## config.mk

```make
export PLATFORM = sky130hd
export DESIGN_NAME = input_event_queue_device
export DESIGN_NICKNAME = d
export VERILOG_FILES = /design/src/iqd_pkg.sv /design/src/input_event_queue_device.sv /design/src/iqd_ring.sv /design/src/iqd_ctrl.sv
export SDC_FILE = /design/constraint.sdc
export NUM_CORES = 2
export LEC_CHECK = 0
export BUFFER_PORTS_ARGS = -buffer_cell sky130_fd_sc_hd__buf_2
export CAP_MARGIN = 20
export CORE_ASPECT_RATIO = 1.75
export CORE_MARGIN = 2
export CORE_UTILIZATION = 55
export DETAILED_ROUTE_END_ITERATION = 7
export GPL_TIMING_DRIVEN = 0
export PLACE_DENSITY = 0.71
export SLEW_MARGIN = 10
export SYNTH_ARGS = -nofsm -noshare
export SYNTH_HDL_FRONTEND = slang
export SYNTH_SLANG_ARGS = --single-unit
```

## constraint.sdc

```tcl
create_clock -name clk -period 7.4 [get_ports clk]
set_input_delay 1.11 -clock clk [delete_from_list [all_inputs] [get_ports clk]]
set_output_delay 1.11 -clock clk [all_outputs]
set_load 0.05 [all_outputs]
```

## src/iqd_pkg.sv

```systemverilog
// ----------------------------------------------------------------------------
// iqd_pkg
// Shared types, codes and the register decode function of the input event queue device.
// ----------------------------------------------------------------------------
package iqd_pkg;

  localparam int unsigned RING_DEPTH_DEF = 64;
  localparam int unsigned EV_W           = 35;

  // item kinds on in_tuser
  localparam logic [2:0] MODE_READ   = 3'd0;
  localparam logic [2:0] MODE_WRITE  = 3'd1;
  localparam logic [2:0] MODE_KEY    = 3'd2;
  localparam logic [2:0] MODE_TEXT   = 3'd3;
  localparam logic [2:0] MODE_MOVE   = 3'd4;
  localparam logic [2:0] MODE_BUTTON = 3'd5;
  localparam logic [2:0] MODE_SCROLL = 3'd6;

  // event type in bits [1:0] of an event word
  localparam logic [1:0] TYPE_KEY    = 2'd0;
  localparam logic [1:0] TYPE_TEXT   = 2'd1;
  localparam logic [1:0] TYPE_MOUSE  = 2'd2;
  localparam logic [1:0] TYPE_SCROLL = 2'd3;

  // mouse state codes
  localparam logic [1:0] MSTATE_MOVE = 2'd0;
  localparam logic [1:0] MSTATE_DOWN = 2'd1;
  localparam logic [1:0] MSTATE_UP   = 2'd2;

  // register offsets
  localparam logic [7:0] REG_STATUS    = 8'h00;
  localparam logic [7:0] REG_KEY_CODE  = 8'h04;
  localparam logic [7:0] REG_MODIFIERS = 8'h08;
  localparam logic [7:0] REG_STATE_A   = 8'h0C;
  localparam logic [7:0] REG_TEXT      = 8'h10;
  localparam logic [7:0] REG_ACK_A     = 8'h14;
  localparam logic [7:0] REG_PTR_X     = 8'h20;
  localparam logic [7:0] REG_PTR_Y     = 8'h24;
  localparam logic [7:0] REG_BUTTON    = 8'h28;
  localparam logic [7:0] REG_STATE_B   = 8'h2C;
  localparam logic [7:0] REG_SCROLL    = 8'h34;
  localparam logic [7:0] REG_ACK_B     = 8'h38;

  // status bits
  localparam logic [31:0] STAT_KEY    = 32'h1;
  localparam logic [31:0] STAT_MOUSE  = 32'h2;
  localparam logic [31:0] STAT_TEXT   = 32'h4;
  localparam logic [31:0] STAT_SCROLL = 32'h8;

  typedef logic [EV_W-1:0] event_t;

  typedef enum logic {
    ST_IDLE,
    ST_POP
  } state_t;

  // register read decode on the held event
  function automatic logic [31:0] read_value(input event_t ev, input logic ev_valid,
                                             input logic [7:0] off,
                                             input logic [15:0] px, input logic [15:0] py);
    logic [31:0] v;
    logic [1:0]  ty;
    v  = '0;
    ty = ev[1:0];
    if (off == REG_PTR_X) begin
      v = {16'd0, px};
    end else if (off == REG_PTR_Y) begin
      v = {16'd0, py};
    end else if (ev_valid) begin
      case (off)
        REG_STATUS: begin
          case (ty)
            TYPE_KEY:   v = STAT_KEY;
            TYPE_MOUSE: v = STAT_MOUSE;
            TYPE_TEXT:  v = STAT_TEXT;
            default:    v = STAT_SCROLL;
          endcase
        end
        REG_KEY_CODE:  v = (ty == TYPE_KEY) ? {16'd0, ev[17:2]} : '0;
        REG_MODIFIERS: v = (ty == TYPE_KEY) ? {16'd0, ev[33:18]} : '0;
        REG_STATE_A, REG_STATE_B: begin
          if (ty == TYPE_KEY)        v = {31'd0, ev[34]};
          else if (ty == TYPE_MOUSE) v = {30'd0, ev[3:2]};
          else                       v = '0;
        end
        REG_TEXT:   v = (ty == TYPE_TEXT) ? {24'd0, ev[9:2]} : '0;
        REG_BUTTON: v = (ty == TYPE_MOUSE) ? {24'd0, ev[11:4]} : '0;
        REG_SCROLL: v = (ty == TYPE_SCROLL) ? {{16{ev[17]}}, ev[17:2]} : '0;
        default:    v = '0;
      endcase
    end
    return v;
  endfunction

endpackage

```

## src/input_event_queue_device.sv

```systemverilog
// ----------------------------------------------------------------------------
// input_event_queue_device
// Memory-mapped input device with an event ring and a register read port.
// ----------------------------------------------------------------------------
// Host events (key, text, mouse move, mouse button, scroll) and bus accesses
// arrive as items on the in_ stream, selected by in_tuser. Events are packed
// into a 35-bit word and pushed into a ring of RING_DEPTH entries that holds
// RING_DEPTH-1 events; when full, the event is dropped (move and button
// still load the pointer registers). A bus read pops one event into the held
// slot if none is held, then returns a register on out_tdata; a write to
// offset 0x14 or 0x38 drops the held event and pops the next. Writes produce
// no item; reads produce exactly one.
// An item that must pop the ring (read with nothing held and ring not empty,
// or acknowledge with ring not empty) passes through a pop state, because the
// ring memory has registered read data and the held slot is loaded from
// its registered output. One item is in flight at a time. The result sits in
// an output register; in_tready stays low while that register is full and
// not being taken. No clearing pass after reset: ring entries are only read
// after being written.
// ----------------------------------------------------------------------------
module input_event_queue_device
  import iqd_pkg::*;
#(
  parameter int unsigned RING_DEPTH = RING_DEPTH_DEF
) (
  input  logic         clk,
  input  logic         rst_n,
  input  logic         in_tvalid,
  output logic         in_tready,
  // [7:0] offset, [23:8] key_code, [39:24] modifiers, [40] pressed,
  // [48:41] text_char, [64:49] pointer_x, [80:65] pointer_y,
  // [88:81] button, [104:89] scroll_amount, [111:105] zero
  input  logic [111:0] in_tdata,
  // [2:0] mode
  input  logic [2:0]   in_tuser,
  output logic         out_tvalid,
  input  logic         out_tready,
  // [31:0] read_data
  output logic [31:0]  out_tdata
);

  localparam int unsigned AW = $clog2(RING_DEPTH);

  logic          ring_we, ring_re;
  logic [AW-1:0] ring_waddr, ring_raddr;
  event_t        ring_wdata, ring_rdata;

  iqd_ctrl #(
    .DEPTH (RING_DEPTH),
    .AW    (AW)
  ) u_ctrl (
    .clk           (clk),
    .rst_n         (rst_n),
    .in_valid      (in_tvalid),
    .in_ready      (in_tready),
    .mode          (in_tuser),
    .offset        (in_tdata[7:0]),
    .key_code      (in_tdata[23:8]),
    .modifiers     (in_tdata[39:24]),
    .pressed       (in_tdata[40]),
    .text_char     (in_tdata[48:41]),
    .pointer_x     (in_tdata[64:49]),
    .pointer_y     (in_tdata[80:65]),
    .button        (in_tdata[88:81]),
    .scroll_amount (in_tdata[104:89]),
    .out_valid     (out_tvalid),
    .out_ready     (out_tready),
    .read_data     (out_tdata),
    .ring_we       (ring_we),
    .ring_waddr    (ring_waddr),
    .ring_wdata    (ring_wdata),
    .ring_re       (ring_re),
    .ring_raddr    (ring_raddr),
    .ring_rdata    (ring_rdata)
  );

  iqd_ring #(
    .DEPTH (RING_DEPTH),
    .AW    (AW)
  ) u_ring (
    .clk     (clk),
    .wr_en   (ring_we),
    .wr_addr (ring_waddr),
    .wr_data (ring_wdata),
    .rd_en   (ring_re),
    .rd_addr (ring_raddr),
    .rd_data (ring_rdata)
  );

endmodule

```

## src/iqd_ring.sv

```systemverilog
// ----------------------------------------------------------------------------
// iqd_ring
// Event ring storage: one write port, one read port with registered data.
// ----------------------------------------------------------------------------
module iqd_ring
  import iqd_pkg::*;
#(
  parameter int unsigned DEPTH = RING_DEPTH_DEF,
  parameter int unsigned AW    = $clog2(DEPTH)
) (
  input  logic          clk,
  input  logic          wr_en,
  input  logic [AW-1:0] wr_addr,
  input  event_t        wr_data,
  input  logic          rd_en,
  input  logic [AW-1:0] rd_addr,
  output event_t        rd_data
);

  event_t mem [DEPTH];
  event_t rd_data_r;

  always_ff @(posedge clk) begin
    if (wr_en) begin
      mem[wr_addr] <= wr_data;
    end
  end

  always_ff @(posedge clk) begin
    if (rd_en) begin
      rd_data_r <= mem[rd_addr];
    end
  end

  assign rd_data = rd_data_r;

endmodule

```

## src/iqd_ctrl.sv

```systemverilog
// ----------------------------------------------------------------------------
// iqd_ctrl
// Sequencer: ring pointers, held event, pointer registers, result register.
// ----------------------------------------------------------------------------
module iqd_ctrl
  import iqd_pkg::*;
#(
  parameter int unsigned DEPTH = RING_DEPTH_DEF,
  parameter int unsigned AW    = $clog2(DEPTH)
) (
  input  logic          clk,
  input  logic          rst_n,
  // item in
  input  logic          in_valid,
  output logic          in_ready,
  input  logic [2:0]    mode,
  input  logic [7:0]    offset,
  input  logic [15:0]   key_code,
  input  logic [15:0]   modifiers,
  input  logic          pressed,
  input  logic [7:0]    text_char,
  input  logic [15:0]   pointer_x,
  input  logic [15:0]   pointer_y,
  input  logic [7:0]    button,
  input  logic [15:0]   scroll_amount,
  // result out
  output logic          out_valid,
  input  logic          out_ready,
  output logic [31:0]   read_data,
  // ring ports
  output logic          ring_we,
  output logic [AW-1:0] ring_waddr,
  output event_t        ring_wdata,
  output logic          ring_re,
  output logic [AW-1:0] ring_raddr,
  input  event_t        ring_rdata
);

  localparam logic [AW-1:0] LAST = AW'(DEPTH - 1);

  state_t        state_r, state_nxt;
  logic [AW-1:0] wp_r, wp_nxt, rp_r, rp_nxt;
  event_t        held_r, held_nxt;
  logic          held_valid_r, held_valid_nxt;
  logic [15:0]   px_r, px_nxt, py_r, py_nxt;
  logic [7:0]    op_off_r, op_off_nxt;
  logic          op_rd_r, op_rd_nxt;
  logic          out_valid_r, out_valid_nxt;
  logic [31:0]   out_data_r, out_data_nxt;

  logic          accept, empty, full, is_read, is_ack, pop_go;
  logic [AW-1:0] wp_inc, rp_inc;

  assign wp_inc = (wp_r == LAST) ? '0 : wp_r + 1'b1;
  assign rp_inc = (rp_r == LAST) ? '0 : rp_r + 1'b1;
  assign empty  = (wp_r == rp_r);
  assign full   = (wp_inc == rp_r);

  assign in_ready = (state_r == ST_IDLE) && (!out_valid_r || out_ready);
  assign accept   = in_valid && in_ready;
  assign is_read  = (mode == MODE_READ);
  assign is_ack   = (mode == MODE_WRITE) && (offset == REG_ACK_A || offset == REG_ACK_B);
  assign pop_go   = accept && !empty && ((is_read && !held_valid_r) || is_ack);

  // next state
  always_comb begin
    state_nxt = state_r;
    case (state_r)
      ST_IDLE: if (pop_go) state_nxt = ST_POP;
      ST_POP:  state_nxt = ST_IDLE;
      default: state_nxt = ST_IDLE;
    endcase
  end

  // datapath and outputs
  always_comb begin
    wp_nxt         = wp_r;
    rp_nxt         = rp_r;
    held_nxt       = held_r;
    held_valid_nxt = held_valid_r;
    px_nxt         = px_r;
    py_nxt         = py_r;
    op_off_nxt     = op_off_r;
    op_rd_nxt      = op_rd_r;
    out_valid_nxt  = out_valid_r && !out_ready;
    out_data_nxt   = out_data_r;
    ring_we        = 1'b0;
    ring_wdata     = '0;
    ring_re        = pop_go;
    case (state_r)
      ST_IDLE: begin
        if (accept) begin
          op_off_nxt = offset;
          op_rd_nxt  = is_read;
          if (pop_go) begin
            rp_nxt = rp_inc;
          end
          case (mode)
            MODE_READ: begin
              if (held_valid_r || empty) begin
                out_valid_nxt = 1'b1;
                out_data_nxt  = read_value(held_r, held_valid_r, offset, px_r, py_r);
              end
            end
            MODE_WRITE: begin
              if (is_ack) held_valid_nxt = 1'b0;
            end
            MODE_KEY: begin
              ring_we    = 1'b1;
              ring_wdata = {pressed, modifiers, key_code, TYPE_KEY};
            end
            MODE_TEXT: begin
              ring_we    = 1'b1;
              ring_wdata = {25'd0, text_char, TYPE_TEXT};
            end
            MODE_MOVE: begin
              ring_we    = 1'b1;
              ring_wdata = {31'd0, MSTATE_MOVE, TYPE_MOUSE};
              px_nxt     = pointer_x;
              py_nxt     = pointer_y;
            end
            MODE_BUTTON: begin
              ring_we    = 1'b1;
              ring_wdata = {23'd0, button, (pressed ? MSTATE_DOWN : MSTATE_UP), TYPE_MOUSE};
              px_nxt     = pointer_x;
              py_nxt     = pointer_y;
            end
            MODE_SCROLL: begin
              ring_we    = 1'b1;
              ring_wdata = {17'd0, scroll_amount, TYPE_SCROLL};
            end
            default: ;
          endcase
          // drop on full
          if (full) ring_we = 1'b0;
          if (ring_we) wp_nxt = wp_inc;
        end
      end
      ST_POP: begin
        held_nxt       = ring_rdata;
        held_valid_nxt = 1'b1;
        if (op_rd_r) begin
          out_valid_nxt = 1'b1;
          out_data_nxt  = read_value(ring_rdata, 1'b1, op_off_r, px_r, py_r);
        end
      end
      default: ;
    endcase
  end

  assign ring_waddr = wp_r;
  assign ring_raddr = rp_r;
  assign out_valid  = out_valid_r;
  assign read_data  = out_data_r;

  always_ff @(posedge clk) begin
    if (!rst_n) begin
      state_r      <= ST_IDLE;
      wp_r         <= '0;
      rp_r         <= '0;
      held_r       <= '0;
      held_valid_r <= 1'b0;
      px_r         <= '0;
      py_r         <= '0;
      out_valid_r  <= 1'b0;
    end else begin
      state_r      <= state_nxt;
      wp_r         <= wp_nxt;
      rp_r         <= rp_nxt;
      held_r       <= held_nxt;
      held_valid_r <= held_valid_nxt;
      px_r         <= px_nxt;
      py_r         <= py_nxt;
      out_valid_r  <= out_valid_nxt;
    end
  end

  always_ff @(posedge clk) begin
    op_off_r   <= op_off_nxt;
    op_rd_r    <= op_rd_nxt;
    out_data_r <= out_data_nxt;
  end

endmodule

```

# After elaboration in Yosys (flattened, before gate mapping)
# Memory sizes are Yosys's and may differ from the RTL's. A register that Yosys moved wholly into a read port is not among the register bits.
# Index checks and enable logic that the tools add are counted.
# word_totals
register_bits,123
ram_bits,2240
word_cells,140
output_inout_bits,34
memories,1
input_bits,119
# mem_list
name,words,width,rd,rd_ports_with_merged_regs,wr,line_no,text
u_ring.mem,64,35,1,1,1,iqd_ring.sv:20,event_t mem [DEPTH];
# op_classes
reduce_logical,30
bitwise,1
muxes,53
add_sub_neg,2
n_eq_ne,42
# ops
cell,n
32-bit one-hot mux with 7 select lines,2
32-bit 2-to-1 mux,13
35-bit one-hot mux with 5 select lines,1
8-bit by 6-bit == test with 1-bit output (second input constant),11
35-bit 2-to-1 mux,2
16-bit 2-to-1 mux,4
32-bit one-hot mux with 2 select lines,1
8-bit by 4-bit == test with 1-bit output (second input constant),4
8-bit 2-to-1 mux,4
8-bit by 5-bit == test with 1-bit output (second input constant),3
4-bit one-hot mux with 3 select lines,2
8-bit by 3-bit == test with 1-bit output (second input constant),2
8-bit logical NOT,2
1-bit 2-to-1 mux,16
6-bit by 1-bit adder with 6-bit output (second input constant),2
6-bit == test,2
6-bit == test (second input constant),2
6-bit 2-to-1 mux,2
3-bit AND reduction,4
3-bit == test (second input constant),3
2-bit == test (second input constant),4
1-bit logical AND,7
3-bit by 2-bit == test with 1-bit output (second input constant),2
2-bit 2-to-1 mux,3
14 further kinds,30

# Depth between registers and ports, before layout
# logic_depth
ltp_word,11
depth_mapped,10
ltp_nobuf,9

# Hierarchy
# A second synthesis with hierarchy kept.
# hier_totals
cells_unflattened,4623
area_unflattened_um2,92950.4
# by_module_without_submodules
mod,seq_area_each_um2,instances,cells_per_inst,area_each_um2
iqd_ring,68315.5,1,3835,86524.2
iqd_ctrl,2422.3,1,788,6426.2

# Least setup slack after synthesis
# No wires, ideal clock.
# synth_timing
path_type,input -> register
from,input out_tready
to,memory u_ring.mem[52][0] in the netlist's numbering (enable)
stages,7
path_buffers,1
arrival_time_ns,6.322
slack_ns,0.564
required_ns,6.886
setup_time_ns,0.514
cell_sequence,nor2b_1 nor2_1 nand2_1 nor3b_1 o21ai_2 buf_2 nor4_1
# synth_between
elab_chain_cells,7
# synth_rtl
item,line_no,text
from (decl),input_event_queue_device.sv:37,"input logic out_tready,"
1-bit logical OR,iqd_ctrl.sv:59,assign in_ready = (state_r == ST_IDLE) && (!out_valid_r || out_ready);
1-bit logical AND,iqd_ctrl.sv:59,
net in_tready,input_event_queue_device.sv:29,"output logic in_tready,"
1-bit logical AND,iqd_ctrl.sv:60,assign accept = in_valid && in_ready;
1-bit 2-to-1 mux,iqd_ctrl.sv:92,if (accept) begin
1-bit 2-to-1 mux,iqd_ctrl.sv:90,case (state_r)
1-bit 2-to-1 mux,iqd_ring.sv:24,if (wr_en) begin
1-bit 2-to-1 mux (implied by the code),iqd_ring.sv:25,mem[wr_addr] <= wr_data;
to (decl),iqd_ring.sv:20,
# The timed path passes the listed nets, and every way through them passes these cells.

# Worst setup path in the final report
# layout_timing
from,register u_ctrl.state_r
to,memory u_ring.mem[16][28] in the netlist's numbering (enable)
# layout_between
elab_chain_cells,7
# layout_rtl
item,line_no,text
from (decl),iqd_ctrl.sv:41,"state_t state_r, state_nxt;"
from (signal assigned),iqd_ctrl.sv:167,state_r <= state_nxt;
1-bit NOT (no source line),--,
1-bit logical AND,iqd_ctrl.sv:59,
1-bit logical AND,iqd_ctrl.sv:60,
1-bit 2-to-1 mux,iqd_ctrl.sv:92,
1-bit 2-to-1 mux *,iqd_ctrl.sv:90,
1-bit 2-to-1 mux *,iqd_ring.sv:24,
1-bit 2-to-1 mux (implied by the code) *,iqd_ring.sv:25,
# Mark *: on every way between the ends. The rest lies on a longest branch, timed or not.

==> flow_summary_export.csv <==
group,metric,value,unit
clocking,clockBufferDepth,4,
drt,remaining_drc_errors,0,
worst_setup_path,worst_path_max_delay_cell,"nor3b_1",
place,gp_congestion,0.955,
grt,grt.total_usage,33.6,%
layout,nFillCells,11300,
run,drv_cap,0,
clocking,h-tree-depth,4,
floorplan,core,169000,um2
power_and_ir_drop,powerDensity,242,nW/um2
synth,synth_cell_types,71,
place,pre_cts_slack,1750,ps
synth,synth_ff_type,"edfxtp_1",
worst_setup_path,cp.required,7960,ps
place,hpwl,208000,um
place,placed_area,102000,um2
sta,fin_crit,5310,ps
drt,routedWlPerCell,37.9,um
worst_setup_path,path_cells,"clkbuf_1 > nor2_1 > nand2_1 > nor3b_1 > o21ai_2 > buf_2 > nor4_2 > buf_4 > buf_4 > buf_4 > buf_4 > buf_4 > buf_4",
synth,synth_seq_cells,2383,
place,port_buffers,145,
power_and_ir_drop,peakVddDrop,0.000225,V
synth,ys_seq_area_share,75.8,%
sta,rsz0062_at_grt,"false",
clocking,cts_resized,0,
sta,finalSetupViolations,0,
worst_setup_path,end_kind,"flip-flop",
floorplan,pin_count,153,
synth,synth_area,93300,um2
synth,yosysTopAreaCellShare,74.0,%
clocking,post_cts_buffers,0,
clocking,clkTransAtPathRegs,70,ps
synth,synth_nets,4589,
worst_setup_path,cp_max_fo,10,
layout,nets,5366,
sta,fin_skew,59.2,ps
floorplan,dieArea,173000,um2
layout,final_common_cell,"edfxtp_1",
place,dp_cells,7259,
worst_setup_path,critPathLaunchType,"flip-flop",
floorplan,std_cell_rows,200,
worst_setup_path,slowest_delay,1070,ps
clocking,cts_buffers,202,
grt,grt_overflow,0,
grt,grt_max_degree,65,
sta,finalSetupTns,0,ps
synth,async_reset_ff_share,0,%
grt,grt_pass1_vias,51500,
sta,finalCritPeriodShare,71.8,%
power_and_ir_drop,leakage,35.6,nW
sta,relSlewSlack,4.36,%
layout,final_area,108000,um2
sta,timing.final.ws_setup,2090,ps
layout,area_delta_synth_final,15.7,%
clocking,root_buffer,"clkbuf_16",
synth,yosys-top-cells-area,"edfxtp_1 74%, mux4_2 15%, dfxtp_1 1.8%, nand2_1 0.88%, nor2_1 0.68%",
drt,firstDrtPassIters,8,
hold_path,hp-class,"reg -> reg",
grt,grt_pass1_wl,397000,um
drt,vias,51500,
worst_setup_path,path_class,"reg -> reg",
sta,tightest_slew,1400,ps
synth,synth_edf_count,2301,
floorplan,initial_utilization,55.2,%
layout,final_cell_mix,"2301 x edfxtp_1, 635 x mux4_2, 341 x buf_4, 262 x buf_2, 220 x nand2_1",
sta,final-hold-violation-count,0,
clocking,cts_tree,"built",
sta,hold_slack,481,ps
drt,drt_wl_total,289000,um
sta,fmax,188,MHz
drt,vias_per_cell,6.74,
worst_setup_path,cp.arrival,5870,ps
clocking,cts_hold_buffers,0,
clocking,cts.sinks,2383,
worst_setup_path,crit_top_cell,"buf_4",
layout,drive_above_1_share,32.9,%
run_status,status,"completed",
layout,multi_input_area,21600,um2
synth,syn_area_per_cell,20.9,um2
synth,syn_inst,4468,
grt,grt_antenna_before_repair,15,
layout,layout.area.seq,70700,um2
drt,first_iter_violations,7778,
floorplan,die-height,549,um
clocking,clk_latency,860,ps
drt,ant_nets,0,
synth,yosysTopAreaCell,"edfxtp_1",
layout,layoutNonFillerInstCount,7636,
sta,slew_viol_final,0,
synth,yosysWarnings,0,
floorplan,die_w,315,um
==> path summary, 6_finish.rpt <==
check	startpoint	end	slack (ps)	cells after the start
min	u_ctrl.px_r[5]	u_ctrl.px_r[5]	480	2
max reg2reg	u_ctrl.state_r	u_ring.mem[16][28]	2090	13
min reg2reg	u_ctrl.px_r[5]	u_ctrl.px_r[5]	480	2
max	u_ctrl.state_r	u_ring.mem[16][28]	2090	13
==> critical path: cells and delay by family (launching register included) <==
kind            cells  cell delay (ps)
simple gates        4             2550
flops               1              300
compound gates      1              310
buf+inv             8             1840
==> power by group <==
group / leakage (nW) / total, W / switching [W] / internal, W
registers: 23.1 / 0.0147 / 0.0000249 / 0.0147
clock network: 3.13 / 0.0106 / 0.00485 / 0.00571
logic: 9.43 / 0.000851 / 0.000577 / 0.000274
total: 35.6 / 0.0262 / 0.00545 / 0.0207
==> cells by family after synthesis <==
family,synth area share (%)
compound gates,2.97
buf+inv,1.68
simple gates,3.38
fa+ha+maj,0.0268
xor+xnor,0.103
mux,16.0
flops,75.8
==> through the flow <==
stage	util [%]	total power, W
floorplan	-	0.0155
global placement	57.2	0.0158
detailed placement	60.0	0.0159
CTS	63.8	0.0262
global route	63.8	0.0266
finish	63.8	0.0262
==> layer usage <==
layer  global-route usage, %  routed length [um]
met5                       0                  65
met4                    25.3               27600
met3                    7.25               27700
met2                    56.2              144000
met1                    37.9               89900
==> sequential cells by signal, indices dropped and copies added (netlist names) <==
name	cells
u_ctrl.op_off_r	8
u_ctrl.out_valid	1
u_ctrl.px_r	16
u_ctrl.op_rd_r	1
u_ctrl.read_data	17
u_ctrl.held_r	35
u_ctrl.ring_raddr	6
u_ring.rd_data	35
u_ring.mem	2240
u_ctrl.held_valid_r	1
u_ctrl.state_r	1
u_ctrl.py_r	16
u_ctrl.ring_waddr	6
==> synth_stat cells, types with 8 or more instances <==
| cell | number |
|---|---|
| buf_2 | 84 |
| or3_1 | 10 |
| and2_1 | 13 |
| inv_1 | 9 |
| o22ai_1 | 45 |
| mux4_2 | 635 |
| nand2_1 | 220 |
| a22oi_1 | 48 |
| a211oi_1 | 58 |
| mux2i_1 | 55 |
| a22o_1 | 11 |
| buf_6 | 15 |
| nand2b_1 | 17 |
| a31oi_1 | 47 |
| and3_1 | 31 |
| nor3_1 | 26 |
| nor2b_1 | 68 |
| a221o_1 | 9 |
| o211ai_1 | 11 |
| nor4_1 | 43 |
| o31ai_1 | 13 |
| clkbuf_1 | 132 |
| buf_1 | 24 |
| mux2_2 | 10 |
| o221ai_1 | 8 |
| a21oi_1 | 60 |
| o21ai_0 | 30 |
| nand3_1 | 33 |
| buf_4 | 47 |
| nor2_1 | 170 |
| dfxtp_1 | 82 |
| edfxtp_1 | 2301 |
==> final cells by class <==
class,instances,share of cell area [%]
clock buffers,237,4.86
repair buffers,573,4.54
inverters,10,0.0348
diodes,7,0.0162
multi-input cells,1773,20.0
clock inverters,129,1.03
flip-flops and latches,2383,65.5
well taps,2222,2.57
plain buffers,302,1.42
Power figures use the tool's default switching activity.
